===== config.mk =====
export PLATFORM = sky130hd
export DESIGN_NAME = awg_command_stream_parser
export DESIGN_NICKNAME = d
export VERILOG_FILES = /design/src/hw/rtl/acsp_pkg.sv /design/src/hw/rtl/awg_command_stream_parser.sv /design/src/hw/rtl/acsp_parse.sv /design/src/hw/rtl/acsp_fifo.sv /design/src/hw/rtl/acsp_scale.sv
export SDC_FILE = /design/constraint.sdc
export NUM_CORES = 1
export LEC_CHECK = 0
export BUFFER_PORTS_ARGS = -buffer_cell sky130_fd_sc_hd__buf_2
export CAP_MARGIN = 10
export CORE_ASPECT_RATIO = 1.4
export CORE_MARGIN = 2
export CORE_UTILIZATION = 46
export DETAILED_ROUTE_END_ITERATION = 16
export PLACE_DENSITY = 0.7
export SLEW_MARGIN = 20
export SYNTH_ARGS = -nofsm -noshare
export SYNTH_HDL_FRONTEND = slang
export SYNTH_HIERARCHICAL = 1
export SYNTH_SLANG_ARGS = --single-unit
export TNS_END_PERCENT = 20

===== constraint.sdc =====
create_clock -name clk -period 7.3 [get_ports clk]
set_input_delay 0.365 -clock clk [delete_from_list [all_inputs] [get_ports clk]]
set_output_delay 0.365 -clock clk [all_outputs]
set_load 0.02 [all_outputs]

===== src/hw/rtl/acsp_pkg.sv =====
// acsp_pkg: shared types, kind codes and keyword constants of the command stream parser
// no dependencies; imported by every module of the parser
package acsp_pkg;

	// result kinds
	localparam logic [2:0] KIND_SINE  = 3'd0;
	localparam logic [2:0] KIND_PHASE = 3'd1;
	localparam logic [2:0] KIND_FREQ  = 3'd2;
	localparam logic [2:0] KIND_AMPL  = 3'd3;
	localparam logic [2:0] KIND_OFST  = 3'd4;
	localparam logic [2:0] KIND_OUTEN = 3'd5;
	localparam logic [2:0] KIND_IDN   = 3'd6;
	localparam logic [2:0] KIND_WAVEQ = 3'd7;

	// channel codes
	localparam logic [1:0] CHAN_ONE = 2'd1;
	localparam logic [1:0] CHAN_TWO = 2'd2;

	// byte window, newest byte in the low bits
	localparam int WIN_BYTES = 13;
	localparam int WIN_BITS  = 8 * WIN_BYTES;

	// keywords, last character in the low byte
	localparam logic [103:0] KW_IDN   = "IDN-SGLT-PRI?";
	localparam logic [39:0]  KW_BSWVQ = "BSWV?";
	localparam logic [23:0]  KW_C1    = "C1:";
	localparam logic [23:0]  KW_C2    = "C2:";
	localparam logic [39:0]  KW_WVTP  = "WVTP,";
	localparam logic [39:0]  KW_SINE  = "SINE,";
	localparam logic [39:0]  KW_PHSE  = "PHSE,";
	localparam logic [31:0]  KW_FRQ   = "FRQ,";
	localparam logic [31:0]  KW_AMP   = "AMP,";
	localparam logic [39:0]  KW_OFST  = "OFST,";
	localparam logic [15:0]  KW_ON    = "ON";
	localparam logic [23:0]  KW_OFF   = "OFF";

	// magnitude cap, 2^32
	localparam int MAG_BITS = 33;
	localparam logic [MAG_BITS-1:0] MAG_CAP = 33'h1_0000_0000;

	typedef struct packed {
		logic [7:0] char_in;
		logic       end_of_message;
	} in_item_t;

	typedef struct packed {
		logic [2:0]         kind;
		logic [1:0]         channel;
		logic signed [31:0] value;
		logic               final_result;
	} out_item_t;

	// result before decimal scaling and clamping
	typedef struct packed {
		logic [2:0]          kind;
		logic [1:0]          channel;
		logic [MAG_BITS-1:0] mag;
		logic [1:0]          missing;
		logic                neg;
		logic                final_result;
	} raw_t;

	// results produced by one parsed byte
	typedef struct packed {
		logic [1:0] count;
		raw_t       r0;
		raw_t       r1;
	} push_t;

	// 10^missing for the dropped fraction digits
	function automatic logic [9:0] pow10(input logic [1:0] missing);
		logic [9:0] f;
		case (missing)
			2'd0: f = 10'd1;
			2'd1: f = 10'd10;
			2'd2: f = 10'd100;
			default: f = 10'd1000;
		endcase
		return f;
	endfunction

endpackage


===== src/hw/rtl/awg_command_stream_parser.sv =====
// awg_command_stream_parser: top level of the generator command stream parser
// depends on acsp_pkg, acsp_parse, acsp_fifo and acsp_scale
//
// One ASCII byte of a command message is taken per cmd transfer, with
// end_of_message on the final byte. A 13-byte window is compared against
// the keyword set after every byte, so keywords are found wherever they
// end. C1:/C2: pick the channel (1 at the start of each message), WVTP,
// followed directly by SINE, gives a sine result, ON/OFF give output enable
// 1/0, PHSE, OFST, (x100) and FRQ, AMP, (x1000) start a signed decimal that
// is written out when a non-number byte or the end of the message arrives,
// saturated to 32 bits. IDN-SGLT-PRI? and BSWV? give read requests and mute
// the rest of the message. The keyword compare and number update run on the
// byte held in the input register, and a byte is accepted every cycle while
// the four-entry result queue has room for two results. Results then pass
// through one scaling multiplier into the output register, one res transfer
// per cycle while res_stall is low. A byte that makes two results needs two
// res transfers; the queue absorbs this and cmd_stall rises only when it is
// nearly full. No clearing pass after reset.
module awg_command_stream_parser (
	input  logic                clk,
	input  logic                arst_n,
	input  logic                cmd_valid,
	output logic                cmd_stall,
	input  acsp_pkg::in_item_t  cmd,
	output logic                res_valid,
	input  logic                res_stall,
	output acsp_pkg::out_item_t res
);
	import acsp_pkg::*;

	// parser to queue
	push_t push;
	logic  room;

	// queue to output stage
	logic  head_valid;
	raw_t  head;
	logic  pop;

	// byte window, keyword match and number accumulation
	acsp_parse u_parse (
		.clk       (clk),
		.arst_n    (arst_n),
		.cmd_valid (cmd_valid),
		.cmd_stall (cmd_stall),
		.cmd       (cmd),
		.room      (room),
		.push      (push)
	);

	// holds results until the output side takes them
	acsp_fifo u_fifo (
		.clk        (clk),
		.arst_n     (arst_n),
		.push       (push),
		.room       (room),
		.head_valid (head_valid),
		.head       (head),
		.pop        (pop)
	);

	// scale by the missing fraction digits, clamp, register the result
	acsp_scale u_scale (
		.clk        (clk),
		.arst_n     (arst_n),
		.head_valid (head_valid),
		.head       (head),
		.pop        (pop),
		.res_valid  (res_valid),
		.res_stall  (res_stall),
		.res        (res)
	);

endmodule


===== src/hw/rtl/acsp_parse.sv =====
// acsp_parse: input register, parser state and keyword/number logic
// depends on acsp_pkg; feeds up to two raw results per byte into the result queue
module acsp_parse (
	input  logic              clk,
	input  logic              arst_n,
	input  logic              cmd_valid,
	output logic              cmd_stall,
	input  acsp_pkg::in_item_t cmd,
	input  logic              room,
	output acsp_pkg::push_t   push
);
	import acsp_pkg::*;

	localparam logic [7:0] CH_0     = "0";
	localparam logic [7:0] CH_9     = "9";
	localparam logic [7:0] CH_MINUS = "-";
	localparam logic [7:0] CH_DOT   = ".";

	logic           valid_s1;
	in_item_t       item_s1;
	logic           go;

	logic [WIN_BITS-1:0] win_q, win_n;
	logic [3:0]          mp_q, mp_n;
	logic [1:0]          chan_q, chan_n;
	logic [2:0]          kind_q, kind_n;
	logic                active_q, active_n;
	logic [MAG_BITS-1:0] acc_q, acc_n;
	logic                neg_q, neg_n;
	logic [1:0]          fc_q, fc_n;
	logic                dot_q, dot_n;
	logic                awt_q, awt_n;
	logic                done_q, done_n;

	logic [7:0]  c;
	logic [3:0]  digit;
	logic [36:0] acc_next;
	logic        is_digit;
	logic        kw_emit;
	raw_t        kw_res;
	push_t       p;

	function automatic logic [1:0] allowed_frac(input logic [2:0] k);
		return (k == KIND_FREQ || k == KIND_AMPL) ? 2'd3 : 2'd2;
	endfunction

	function automatic raw_t mk_num(input logic [2:0] k, input logic [1:0] ch,
			input logic [MAG_BITS-1:0] m, input logic [1:0] f, input logic ng);
		raw_t r;
		r.kind         = k;
		r.channel      = ch;
		r.mag          = m;
		r.missing      = allowed_frac(k) - f;
		r.neg          = ng;
		r.final_result = 1'b0;
		return r;
	endfunction

	function automatic raw_t mk_fixed(input logic [2:0] k, input logic [1:0] ch,
			input logic v);
		raw_t r;
		r.kind         = k;
		r.channel      = ch;
		r.mag          = {{(MAG_BITS-1){1'b0}}, v};
		r.missing      = 2'd0;
		r.neg          = 1'b0;
		r.final_result = 1'b0;
		return r;
	endfunction

	assign go        = valid_s1 && room;
	assign cmd_stall = valid_s1 && !room;

	// input register
	always_ff @(posedge clk or negedge arst_n) begin
		if (!arst_n) begin
			valid_s1 <= 1'b0;
		end else if (!cmd_stall) begin
			valid_s1 <= cmd_valid;
		end
	end

	always_ff @(posedge clk) begin
		if (!cmd_stall && cmd_valid) begin
			item_s1 <= cmd;
		end
	end

	assign c        = item_s1.char_in;
	assign digit    = 4'(c - CH_0);
	assign is_digit = (c >= CH_0) && (c <= CH_9);
	assign acc_next = {1'b0, acc_q, 3'b000} + {3'b000, acc_q, 1'b0} + {33'd0, digit};

	always_comb begin
		win_n    = win_q;
		mp_n     = mp_q;
		chan_n   = chan_q;
		kind_n   = kind_q;
		active_n = active_q;
		acc_n    = acc_q;
		neg_n    = neg_q;
		fc_n     = fc_q;
		dot_n    = dot_q;
		awt_n    = awt_q;
		done_n   = done_q;
		kw_emit  = 1'b0;
		kw_res   = mk_fixed(KIND_SINE, chan_q, 1'b0);
		p        = '0;

		if (!done_q) begin
			win_n = {win_q[WIN_BITS-9:0], c};
			mp_n  = (mp_q == 4'd15) ? mp_q : mp_q + 4'd1;
			if (mp_n > 4'd5) begin
				awt_n = 1'b0;
			end

			// number digits
			if (active_q) begin
				if (c == CH_MINUS && mp_n == 4'd1) begin
					neg_n = 1'b1;
				end else if (is_digit) begin
					if (!dot_q || fc_q < allowed_frac(kind_q)) begin
						acc_n = (acc_next > 37'(MAG_CAP)) ? MAG_CAP : acc_next[MAG_BITS-1:0];
						if (dot_q) begin
							fc_n = fc_q + 2'd1;
						end
					end
				end else if (c == CH_DOT && !dot_q) begin
					dot_n = 1'b1;
				end else begin
					p.r0     = mk_num(kind_q, chan_q, acc_q, fc_q, neg_q);
					p.count  = 2'd1;
					active_n = 1'b0;
				end
			end

			// keyword match, first hit in priority order wins
			if (win_n[$bits(KW_IDN)-1:0] == KW_IDN) begin
				kw_emit = 1'b1;
				kw_res  = mk_fixed(KIND_IDN, chan_q, 1'b0);
				done_n  = 1'b1;
			end else if (win_n[$bits(KW_BSWVQ)-1:0] == KW_BSWVQ) begin
				kw_emit = 1'b1;
				kw_res  = mk_fixed(KIND_WAVEQ, chan_q, 1'b0);
				done_n  = 1'b1;
			end else if (win_n[$bits(KW_C1)-1:0] == KW_C1) begin
				chan_n = CHAN_ONE;
			end else if (win_n[$bits(KW_C2)-1:0] == KW_C2) begin
				chan_n = CHAN_TWO;
			end else if (win_n[$bits(KW_WVTP)-1:0] == KW_WVTP) begin
				awt_n = 1'b1;
			end else if (awt_n && mp_n == 4'd5 &&
					win_n[$bits(KW_SINE)-1:0] == KW_SINE) begin
				kw_emit = 1'b1;
				kw_res  = mk_fixed(KIND_SINE, chan_q, 1'b0);
			end else if (win_n[$bits(KW_PHSE)-1:0] == KW_PHSE) begin
				kind_n = KIND_PHASE;
			end else if (win_n[$bits(KW_FRQ)-1:0] == KW_FRQ) begin
				kind_n = KIND_FREQ;
			end else if (win_n[$bits(KW_AMP)-1:0] == KW_AMP) begin
				kind_n = KIND_AMPL;
			end else if (win_n[$bits(KW_OFST)-1:0] == KW_OFST) begin
				kind_n = KIND_OFST;
			end else if (win_n[$bits(KW_ON)-1:0] == KW_ON) begin
				kw_emit = 1'b1;
				kw_res  = mk_fixed(KIND_OUTEN, chan_q, 1'b1);
			end else if (win_n[$bits(KW_OFF)-1:0] == KW_OFF) begin
				kw_emit = 1'b1;
				kw_res  = mk_fixed(KIND_OUTEN, chan_q, 1'b0);
			end else begin
				mp_n = mp_n;
			end

			// any hit resets the progress count and clears the wave-type arm; a WVTP, hit sets the arm
			if (kw_emit || done_n || chan_n != chan_q || kind_n != kind_q ||
					(awt_n && !(awt_q && mp_n <= 4'd5)) ||
					win_n[$bits(KW_C1)-1:0] == KW_C1 ||
					win_n[$bits(KW_C2)-1:0] == KW_C2 ||
					win_n[$bits(KW_PHSE)-1:0] == KW_PHSE ||
					win_n[$bits(KW_FRQ)-1:0] == KW_FRQ ||
					win_n[$bits(KW_AMP)-1:0] == KW_AMP ||
					win_n[$bits(KW_OFST)-1:0] == KW_OFST ||
					win_n[$bits(KW_WVTP)-1:0] == KW_WVTP) begin
				mp_n = 4'd0;
				if (win_n[$bits(KW_WVTP)-1:0] != KW_WVTP ||
						win_n[$bits(KW_IDN)-1:0] == KW_IDN ||
						win_n[$bits(KW_BSWVQ)-1:0] == KW_BSWVQ ||
						win_n[$bits(KW_C1)-1:0] == KW_C1 ||
						win_n[$bits(KW_C2)-1:0] == KW_C2) begin
					awt_n = 1'b0;
				end
			end

			// number start clears the number state
			if (win_n[$bits(KW_IDN)-1:0] != KW_IDN &&
					win_n[$bits(KW_BSWVQ)-1:0] != KW_BSWVQ &&
					win_n[$bits(KW_C1)-1:0] != KW_C1 &&
					win_n[$bits(KW_C2)-1:0] != KW_C2 &&
					win_n[$bits(KW_WVTP)-1:0] != KW_WVTP &&
					!(awt_q && mp_n == 4'd0 && 1'b0) &&
					!kw_emit &&
					(win_n[$bits(KW_PHSE)-1:0] == KW_PHSE ||
					 win_n[$bits(KW_FRQ)-1:0] == KW_FRQ ||
					 win_n[$bits(KW_AMP)-1:0] == KW_AMP ||
					 win_n[$bits(KW_OFST)-1:0] == KW_OFST)) begin
				active_n = 1'b1;
				acc_n    = '0;
				neg_n    = 1'b0;
				fc_n     = 2'd0;
				dot_n    = 1'b0;
			end

			if (kw_emit) begin
				if (p.count == 2'd0) begin
					p.r0 = kw_res;
				end else begin
					p.r1 = kw_res;
				end
				p.count = p.count + 2'd1;
			end
		end

		// end of message: flush an open number, then clear the message state
		if (item_s1.end_of_message) begin
			if (active_n && p.count != 2'd2) begin
				if (p.count == 2'd0) begin
					p.r0 = mk_num(kind_n, chan_n, acc_n, fc_n, neg_n);
				end else begin
					p.r1 = mk_num(kind_n, chan_n, acc_n, fc_n, neg_n);
				end
				p.count = p.count + 2'd1;
			end
			win_n    = '0;
			mp_n     = 4'd0;
			chan_n   = CHAN_ONE;
			kind_n   = KIND_SINE;
			active_n = 1'b0;
			acc_n    = '0;
			neg_n    = 1'b0;
			fc_n     = 2'd0;
			dot_n    = 1'b0;
			awt_n    = 1'b0;
			done_n   = 1'b0;
		end

		if (p.count == 2'd1) begin
			p.r0.final_result = 1'b1;
		end else if (p.count == 2'd2) begin
			p.r1.final_result = 1'b1;
		end

		if (!go) begin
			p.count = 2'd0;
		end
	end

	assign push = p;

	always_ff @(posedge clk or negedge arst_n) begin
		if (!arst_n) begin
			win_q    <= '0;
			mp_q     <= 4'd0;
			chan_q   <= CHAN_ONE;
			kind_q   <= KIND_SINE;
			active_q <= 1'b0;
			acc_q    <= '0;
			neg_q    <= 1'b0;
			fc_q     <= 2'd0;
			dot_q    <= 1'b0;
			awt_q    <= 1'b0;
			done_q   <= 1'b0;
		end else if (go) begin
			win_q    <= win_n;
			mp_q     <= mp_n;
			chan_q   <= chan_n;
			kind_q   <= kind_n;
			active_q <= active_n;
			acc_q    <= acc_n;
			neg_q    <= neg_n;
			fc_q     <= fc_n;
			dot_q    <= dot_n;
			awt_q    <= awt_n;
			done_q   <= done_n;
		end
	end

	a_chan_legal: assert property (@(posedge clk) disable iff (!arst_n)
		chan_q == CHAN_ONE || chan_q == CHAN_TWO)
		else $error("channel register left 1..2");

	a_eom_clears: assert property (@(posedge clk) disable iff (!arst_n)
		go && item_s1.end_of_message |=> chan_q == CHAN_ONE && !active_q && !done_q)
		else $error("message state not cleared after final byte");

	a_frac_bound: assert property (@(posedge clk) disable iff (!arst_n)
		active_q |-> fc_q <= allowed_frac(kind_q))
		else $error("fraction count past allowed digits");

endmodule


===== src/hw/rtl/acsp_fifo.sv =====
// acsp_fifo: four-entry queue of raw results between parser and output stage
// depends on acsp_pkg; takes up to two results per cycle, gives one
module acsp_fifo (
	input  logic            clk,
	input  logic            arst_n,
	input  acsp_pkg::push_t push,
	output logic            room,
	output logic            head_valid,
	output acsp_pkg::raw_t  head,
	input  logic            pop
);
	import acsp_pkg::*;

	localparam int DEPTH = 4;
	localparam int AW    = $clog2(DEPTH);

	raw_t          mem [DEPTH];
	logic [AW-1:0] wp_q, rp_q;
	logic [AW:0]   count_q;

	assign room       = count_q <= (AW+1)'(DEPTH - 2);
	assign head_valid = count_q != '0;
	assign head       = mem[rp_q];

	always_ff @(posedge clk) begin
		if (push.count != 2'd0) begin
			mem[wp_q] <= push.r0;
		end
		if (push.count == 2'd2) begin
			mem[wp_q + AW'(1)] <= push.r1;
		end
	end

	always_ff @(posedge clk or negedge arst_n) begin
		if (!arst_n) begin
			wp_q    <= '0;
			rp_q    <= '0;
			count_q <= '0;
		end else begin
			wp_q    <= wp_q + AW'(push.count);
			rp_q    <= rp_q + AW'(pop);
			count_q <= count_q + (AW+1)'(push.count) - (AW+1)'(pop);
		end
	end

	a_no_overflow: assert property (@(posedge clk) disable iff (!arst_n)
		count_q <= (AW+1)'(DEPTH))
		else $error("result queue overflow");

	a_pop_nonempty: assert property (@(posedge clk) disable iff (!arst_n)
		pop |-> count_q != '0)
		else $error("pop from empty result queue");

	a_push_room: assert property (@(posedge clk) disable iff (!arst_n)
		push.count != 2'd0 |-> room)
		else $error("push without room");

endmodule


===== src/hw/rtl/acsp_scale.sv =====
// acsp_scale: decimal scaling, clamping and the output register
// depends on acsp_pkg; reads the head of the result queue
module acsp_scale (
	input  logic                clk,
	input  logic                arst_n,
	input  logic                head_valid,
	input  acsp_pkg::raw_t      head,
	output logic                pop,
	output logic                res_valid,
	input  logic                res_stall,
	output acsp_pkg::out_item_t res
);
	import acsp_pkg::*;

	localparam int PROD_BITS = MAG_BITS + 10;

	logic                 valid_q;
	out_item_t            res_q;
	logic                 load;
	logic [PROD_BITS-1:0] prod;
	logic [31:0]          clamped;

	assign load = !valid_q || !res_stall;
	assign pop  = head_valid && load;
	assign prod = PROD_BITS'(head.mag) * PROD_BITS'(pow10(head.missing));

	always_comb begin
		if (head.neg) begin
			clamped = (prod > PROD_BITS'(33'h0_8000_0000)) ? 32'h8000_0000
				: 32'd0 - prod[31:0];
		end else begin
			clamped = (prod > PROD_BITS'(33'h0_7FFF_FFFF)) ? 32'h7FFF_FFFF
				: prod[31:0];
		end
	end

	always_ff @(posedge clk or negedge arst_n) begin
		if (!arst_n) begin
			valid_q <= 1'b0;
		end else if (load) begin
			valid_q <= head_valid;
		end
	end

	always_ff @(posedge clk) begin
		if (pop) begin
			res_q.kind         <= head.kind;
			res_q.channel      <= head.channel;
			res_q.value        <= clamped;
			res_q.final_result <= head.final_result;
		end
	end

	assign res_valid = valid_q;
	assign res       = res_q;

endmodule


* Yosys cells after proc, flatten, opt, wreduce, memory -nomap -nowiden
Memories as Yosys holds them, arrays and structs flattened.
Index checks and enable logic that the tools add are counted.
** Word-level totals
- Flip-flop bits (word level) :: 201
- Bits in writable memories :: 168
- Input port bits :: 13
- Output and inout bits :: 40
- Word-level logic and storage cells :: 272
- Memories kept :: 1
** Memory list
- u_fifo.mem :: depth 4, bits a word 42, rd ports 1, clocked after memory_dff 0, wr ports 2, RTL line acsp_fifo.sv:17 : raw_t mem [DEPTH];
** Cells by class
- $add $sub $neg :: 15
- Multiply operators :: 1
- $lt $le $gt $ge :: 9
- Equality and inequality tests :: 37
- Multiplexer cells :: 131
- Reductions and logical operators :: 56
** Operators by type and width (count)
- 42-bit 2-to-1 mux :: 16
- 86-bit 2-to-1 mux :: 4
- 33-bit 2-to-1 mux :: 8
- 40-bit by 39-bit == test with 1-bit output (second input constant) :: 5
- 96-bit 2-to-1 mux :: 2
- 44-bit 2-to-1 mux :: 4
- 104-bit by 103-bit == test with 1-bit output (second input constant) :: 1
- 104-bit by 103-bit inequality test with 1-bit output (second input constant) :: 1
- 32-bit 2-to-1 mux :: 3
- 40-bit by 39-bit inequality test with 1-bit output (second input constant) :: 2
- 24-bit by 23-bit == test with 1-bit output (second input constant) :: 3
- 32-bit by 31-bit == test with 1-bit output (second input constant) :: 2
- 1-bit 2-to-1 mux :: 58
- 24-bit by 23-bit inequality test with 1-bit output (second input constant) :: 2
- 43-bit by 31-bit greater-than comparator with 1-bit output (second input constant) :: 1
- 43-bit by 32-bit greater-than comparator with 1-bit output (second input constant) :: 1
- 33-bit by 10-bit multiplier with 43-bit output :: 1
- 43-bit 2-to-1 mux :: 1
- 3-bit 2-to-1 mux :: 13
- 36-bit by 34-bit adder with 37-bit output :: 1
- 37-bit by 4-bit adder with 37-bit output :: 1
- 37-bit by 33-bit greater-than comparator with 1-bit output (second input constant) :: 1
- 2-bit 2-to-1 mux :: 16
- 1-bit by 32-bit subtractor with 32-bit output (first input constant) :: 1
- 37 further kinds :: 101

* Logic depth before layout (Yosys ltp)
Gate-level depths: netlist (run 1).
- Word-level depth :: 28
- Depth in mapped cells :: 32
- Mapped depth without buffers :: 24

* Modules after synthesis
The synthesis (run 1) kept the hierarchy.
** Modules (own cells, without submodules)
- acsp_scale :: instances 1, cells an instance 1500, area each 12738.5 um2, sequential area each 1166.1 um2
- acsp_parse :: instances 1, cells an instance 1254, area each 11146.9 um2, sequential area each 3925.0 um2
- acsp_fifo :: instances 1, cells an instance 445, area each 8528.2 um2, sequential area each 5220.0 um2

* Worst setup path after synthesis (run 1)
No wires, ideal clock.
- Path kind :: reg2reg
- Start :: reg u_fifo.rp_q[0]
- End :: reg u_scale.res_q (netlist bit u_scale/res[14]), data pin
- Setup time :: 0.168 ns
- Arrival :: 7.907 ns
- Data required time :: 7.132 ns
- Slack :: -0.774 ns
- Stages on the path, launching flop included :: 31
- Buffers on the path :: 8
- Clock period less this slack :: 8.074 ns
- Cells stage by stage :: dfrtp_1 buf_2 buf_2 mux4_2 clkbuf_1 nor2b_1 clkbuf_1 clkbuf_1 nand2_1 fa_1 inv_1 fa_1 fa_1 fa_1 inv_1 fa_1 inv_1 ha_1 buf_2 a21oi_1 o21ai_0 a41oi_1 nand4_1 xnor2_1 or4_1 nor4_1 nand4_1 and3_1 buf_6 buf_6 a221oi_2
** RTL lines
- from (decl) :: RTL line acsp_fifo.sv:18 : logic [AW-1:0] wp_q, rp_q;
- from (signal assigned) :: RTL line acsp_fifo.sv:41 : rp_q <= rp_q + AW'(pop);
- to (decl) :: RTL line acsp_scale.sv:18 : out_item_t res_q;

==> results.json, run 1 <==
{
  "status": "finished with violations",
  "violations": "setup timing",
  "avgSynthCellArea_sq_um": 10.1,
  "final_common_cell": "buf_4",
  "routed_wl_um": 90100,
  "relSlewSlack": 0.172,
  "pre_cts_slack_ps": -367,
  "cp_max_fo": 5,
  "finalHoldViolations": 0,
  "drt_iter0_markers": 1733,
  "worst_pin_slew_ps": 1230,
  "cp.arrival_ps": 7960,
  "synth_top_area_frac": 0.199,
  "fillers": 5932,
  "grt-ovfl-total": 0,
  "port_buffers": 52,
  "synth_top_area_cell": "edfxtp_1",
  "antenna_cells": 0,
  "first_pass_iters": 8,
  "drive_above_1_share": 0.276,
  "clock_skew_ps": 29.9,
  "fp.dieW_um": 228,
  "grt_max_degree": 102,
  "antenna_left": 0,
  "ys_ff_latch": 369,
  "htree_levels": 2,
  "max_freq_mhz": 132,
  "hold_class": "primary input to asynchronous set/reset pin",
  "fin_crit_sh": 1.04,
  "die_y_um": 318,
  "synth_warnings": 6,
  "tritoncts": "built",
  "yosysUniqueCellTypes": 114,
  "num_vias": 26400,
  "drcViolationCount": 0,
  "antenna_found_initial": 0,
  "rows": 115,
  "synth_area_leaders": "edfxtp_1 20%, fa_1 12%, dfrtp_1 12%",
  "hpwl_um": 68200,
  "period_needed_ps": 7580,
  "grt_pass1_vias": 27200,
  "synth_ff_type": "edfxtp_1",
  "synth-edff-count": 215,
  "setup_tns_ps": -5670,
  "final_cell_mix": "389 x buf_4, 355 x nand2_1, 278 x inv_1",
  "cts.sinks": 369,
  "end_kind": "flop",
  "synth_seq_area_share": 0.318,
  "final-setup-viol-count": 31,
  "syn-num-nets": 3601,
  "setup_ws_ps": -276,
  "vias_per_cell": 5.86,
  "start_util": 0.463,
  "cts_buffers": 39,
  "postPlaceCellArea_sq_um": 36200,
  "cts-root-buf": "clkbuf_16",
  "cts_buffer_depth": 3,
  "grt_util_all_layers": 0.243,
  "gp_congestion": 0.954,
  "rsz0062_at_grt": "yes",
  "dieArea_sq_um": 72600,
  "syn_to_final_growth_pct": 20.0,
  "clkTransAtPathRegs_ps": 60,
  "r2r_cells": 27,
  "cp-start-kind": "flop",
  "required_ps": 7680,
  "ios": 53,
  "wl_per_cell_um": 20.0,
  "grt_pass1_wl_um": 143000,
  "max_cap_violations": 0,
  "fin_nets": 3949,
  "final_cell_area_sq_um": 38900,
  "netlist_area_sq_um": 32400,
  "async_flop_share": 0.417,
  "maxSlewViolCount": 0,
  "core_area_sq_um": 70100,
  "final_util": 0.555,
  "synthCells": 3199,
  "insertion_delay_ps": 590,
  "critical_path_class": "flop to flop"
}
-- per-layer routing --
metal,global-route usage,share of wire,vias to the layer above
li1,-,-,12300
met1,0.261,0.36,13000
met2,0.464,0.54,801
met3,0.0255,0.036,309
met4,0.132,0.061,0
met5,0,0,-
-- cells in the mapped netlist, types with 10 or more instances --
cell type and instances:
a211oi_1 18, a21o_1 30, a21oi_1 141, a22o_1 105
a31oi_1 15, a32o_1 10, and2_1 57, and3_1 27
and4_1 17, buf_2 38, buf_4 12, buf_6 17
clkbuf_1 102, dfrtp_1 153, edfxtp_1 215, fa_1 196
ha_1 193, inv_1 285, mux2_2 169, mux4_2 42
nand2_1 368, nand2b_1 15, nand3_1 49, nand4_1 41
nor2_1 149, nor2b_1 14, nor3_1 47, nor4_1 30
nor4b_1 14, o211ai_1 14, o21a_1 21, o21ai_0 124
o22ai_1 10, o31ai_1 64, or2_2 28, or3_1 18
or4_1 12, xnor2_1 63, xor2_1 33
-- cell families (layout without fill, tap and decap cells) --
group / after synthesis / in the layout / share of synthesized area
AO/OA/AOI/OAI: 700 / 701 / 0.157
XOR/XNOR: 96 / 96 / 0.0259
adder cells (fa/ha/maj): 389 / 389 / 0.196
buffers and inverters: 466 / 843 / 0.0609
flip-flops: 369 / 369 / 0.318
multiplexers: 222 / 223 / 0.0914
AND/OR/NAND/NOR: 957 / 957 / 0.151
-- state kept, by name, summed over array words and instances (netlist names), 2 cells and up --
| name | count |
|---|---|
| u_fifo/count_q | 3 |
| u_fifo/mem | 168 |
| u_fifo/rp_q | 2 |
| u_fifo/wp_q | 2 |
| u_parse/acc_q | 33 |
| u_parse/c | 8 |
| u_parse/chan_q | 2 |
| u_parse/fc_q | 2 |
| u_parse/kind_q | 3 |
| u_parse/mp_q | 4 |
| u_parse/win_q | 96 |
| u_scale/res | 38 |
-- worst max-delay path, stage by stage, from the launching register on --
cell and delay (ps):
dfrtp_2 430, mux4_2 600, nor2b_4 220, buf_12 160, buf_4 110, nand2_2 50
fa_1 540, inv_2 40, fa_1 510, fa_1 460, fa_1 590, inv_1 80
fa_1 510, inv_2 50, ha_4 280, nand4_1 210, a21oi_1 280, o311ai_1 160
nand4_1 180, buf_4 170, a21oi_1 80, xor2_1 260, o211ai_1 250, o31ai_4 430
a21oi_4 160, buf_12 190, clkbuf_16 160, a221oi_2 180
-- repair_timing --
item                       in CTS  in global routing
pin swaps                       9                 50
buffers inserted                8                 34
gates resized for setup        44                110
setup endpoints to repair      32                 32
hold endpoints to repair      106                  0
cloned                          0                  7
hold buffers                   12                  0
-- final timing paths --
check	slack, ps	start	endpoint
setup reg to reg	-280	u_fifo/rp_q[0]	u_scale/res[13]
setup / recovery	-280	u_fifo/rp_q[0]	u_scale/res[13]
hold reg to reg	510	u_parse/win_q[62]	u_parse/win_q[70]
max in group asynchronous	5520	arst_n	u_parse/acc_q[6]
hold / removal	440	arst_n	u_parse/win_q[15]
min in group clk	490	cmd[6]	u_parse/c[5]
-- layout make-up --
class                   count  area, sq um  area share
multi-input cells        2366        21100       0.542
flip-flops and latches    369        10300       0.265
repair buffers            485         3830      0.0986
well taps                 936         1170      0.0301
inverters                 286         1070      0.0276
clock buffers              45         1010      0.0259
clock inverters            27          418      0.0107
-- metrics by stage --
| step | hold WS [ps] | std cells |
|---|---|---|
| 3_5_place_dp | 484 | 4382 |
| 2_1_floorplan | 69.4 | 3199 |
| 3_3_place_gp | 476 | 4382 |
| 6_report | 444 | 4514 |
| 4_1_cts | 454 | 4473 |
| 5_1_grt | 477 | 4514 |
Power of run 1 is left out: the tool's default activity adds up to more than one toggle a clock period on the data nets, which glitch-free logic cannot reach.
==> inputs of run 2 (changes only) <==
--- a/config.mk
+++ b/config.mk
@@ -5,13 +5,13 @@
 export SDC_FILE = /design/constraint.sdc
 export NUM_CORES = 1
 export LEC_CHECK = 0
-export BUFFER_PORTS_ARGS = -buffer_cell sky130_fd_sc_hd__buf_2
 export CAP_MARGIN = 10
 export CORE_ASPECT_RATIO = 1.4
 export CORE_MARGIN = 2
-export CORE_UTILIZATION = 46
+export CORE_UTILIZATION = 35
 export DETAILED_ROUTE_END_ITERATION = 16
-export PLACE_DENSITY = 0.7
+export DONT_BUFFER_PORTS = 1
+export PLACE_DENSITY = 0.57
 export SLEW_MARGIN = 20
 export SYNTH_ARGS = -nofsm -noshare
 export SYNTH_HDL_FRONTEND = slang
==> results.json, run 2 (synthesized netlist as in run 1, its figures left out) <==
{
  "port_buffers": 0,
  "status": "finished with violations",
  "end_kind": "flop",
  "syn_to_final_growth_pct": 20.2,
  "clkTransAtPathRegs_ps": 60,
  "cp.arrival_ps": 7790,
  "grt_util_all_layers": 0.195,
  "start_util": 0.352,
  "rsz0062_at_grt": "yes",
  "drcViolationCount": 0,
  "violations": "setup timing",
  "htree_levels": 2,
  "fillers": 8975,
  "required_ps": 7620,
  "route.met3.wl_um": 2140,
  "drt_iter0_markers": 1317,
  "final_cell_mix": "407 x buf_4, 361 x nand2_1, 283 x inv_1",
  "cp_max_fo": 15,
  "first_pass_iters": 7,
  "dieArea_sq_um": 95100,
  "num_vias": 25700,
  "period_needed_ps": 7480,
  "cts_buffer_depth": 3,
  "grt-ovfl-total": 0,
  "relSlewSlack": 0.283,
  "worst_pin_slew_ps": 1080,
  "hold_class": "primary input to flop",
  "finalHoldWorstSlack_ps": 225,
  "final_common_cell": "buf_4",
  "grt_pass1_wl_um": 147000,
  "final_util": 0.423,
  "rows": 132,
  "setup_ws_ps": -178,
  "gp_congestion": 0.926,
  "wl_per_cell_um": 19.6,
  "cts_buffers": 40,
  "cp-start-kind": "flop",
  "setup_tns_ps": -3550,
  "grt_max_degree": 155,
  "fin_crit_sh": 1.02,
  "slowest_stage": "mux4_2",
  "finalHoldViolations": 0,
  "final-setup-viol-count": 32,
  "cts.sinks": 369,
  "cts-root-buf": "clkbuf_16",
  "met1Wirelength_um": 35100,
  "core_area_sq_um": 92200,
  "antenna_left": 0,
  "dr.max_layer_used": "met4",
  "critical_path_class": "flop to flop",
  "dr_wl_met2_um": 50900,
  "clock_skew_ps": 56.2,
  "tritoncts": "built",
  "fin_nets": 3910,
  "regArea_sq_um": 10300,
  "top_register": "u_fifo/mem",
  "vias_per_cell": 5.41,
  "multiInputGateArea_sq_um": 21000,
  "drive_above_1_share": 0.263,
  "maxSlewViolCount": 0,
  "die_y_um": 364,
  "pre_cts_slack_ps": -369,
  "insertion_delay_ps": 600,
  "antenna_found_initial": 0,
  "grt_pass1_vias": 27000,
  "ios": 53,
  "largest_register_ffs": 168,
  "hpwl_um": 72500,
  "max_freq_mhz": 134,
  "max_stage_delay_ps": 630,
  "max_cap_violations": 0,
  "routed_wl_um": 92900,
  "fp.dieW_um": 261
}
## run 2: cell count changes in the layout (fill, tap and decap cells not counted), moves of 5 or more
cell       previous run  this run
buf_2                51         0
inv_2                 8         3
buf_6                14         6
inv_1               278       283
nand2_2              12         6
ha_1                171       177
bufinv_16             8         3
buf_4               389       407
nand2_1             355       361
buf_12               11        18
## run 2: area by class of cell
| type | count | share of cell area |
|---|---|---|
| antenna | 1 | 0.0000642 |
| clock buffer | 51 | 0.0281 |
| clock inverter | 22 | 0.00703 |
| inverter | 286 | 0.0276 |
| multi-input combinational | 2364 | 0.539 |
| sequential | 369 | 0.265 |
| tap | 1206 | 0.0387 |
| timing repair buffer | 447 | 0.0951 |
## run 2: repair_timing
action	CTS	global route
setup buffers	16	6
endpoints found under the setup margin	32	32
pin swaps	6	16
resized for setup	82	40
hold buffers	13	0
endpoints found under the hold margin	165	0
cloned	3	0
## run 2: worst paths after layout
| path | from | to | slack [ps] | cells after the start |
|---|---|---|---|---|
| max | u_fifo/rp_q[0] | u_scale/res[3] | -180 | 29 |
| min reg2reg | u_fifo/count_q[2] | u_fifo/count_q[2] | 490 | 1 |
| max in group asynchronous | arst_n | u_parse/acc_q[29] | 6210 | 2 |
| max reg2reg | u_fifo/rp_q[0] | u_scale/res[3] | -180 | 29 |
| min in group asynchronous | arst_n | u_parse/win_q[21] | 420 | 2 |
| min | cmd_valid | u_parse/c[0] | 220 | 1 |
## run 2: critical path: cells and delay by family (launching register included)
kind                       cells  cell delay [ps]
adders and majority gates      6             2690
AOI/OAI and AO/OA              4              760
muxes                          1              630
and+or+nand+nor                8             1510
buffers and inverters         10             1240
DFF                            1              400
## run 2: metal layers
| metal | track usage | vias to the layer above |
|---|---|---|
| met5 | 0 | - |
| met4 | 0.0928 | 0 |
| met3 | 0.0149 | 224 |
| met2 | 0.380 | 484 |
| met1 | 0.209 | 12700 |
| li1 | - | 12200 |
## run 2: per-stage QoR
step / std cells / area [sq um]
CTS: 4739 / 38700
global route: 4745 / 39000
finish: 4746 / 39000
floorplan: 3199 / 32800
global placement: 4634 / 36600
detailed placement: 4634 / 36600
Power of run 2 is left out for the same reason.
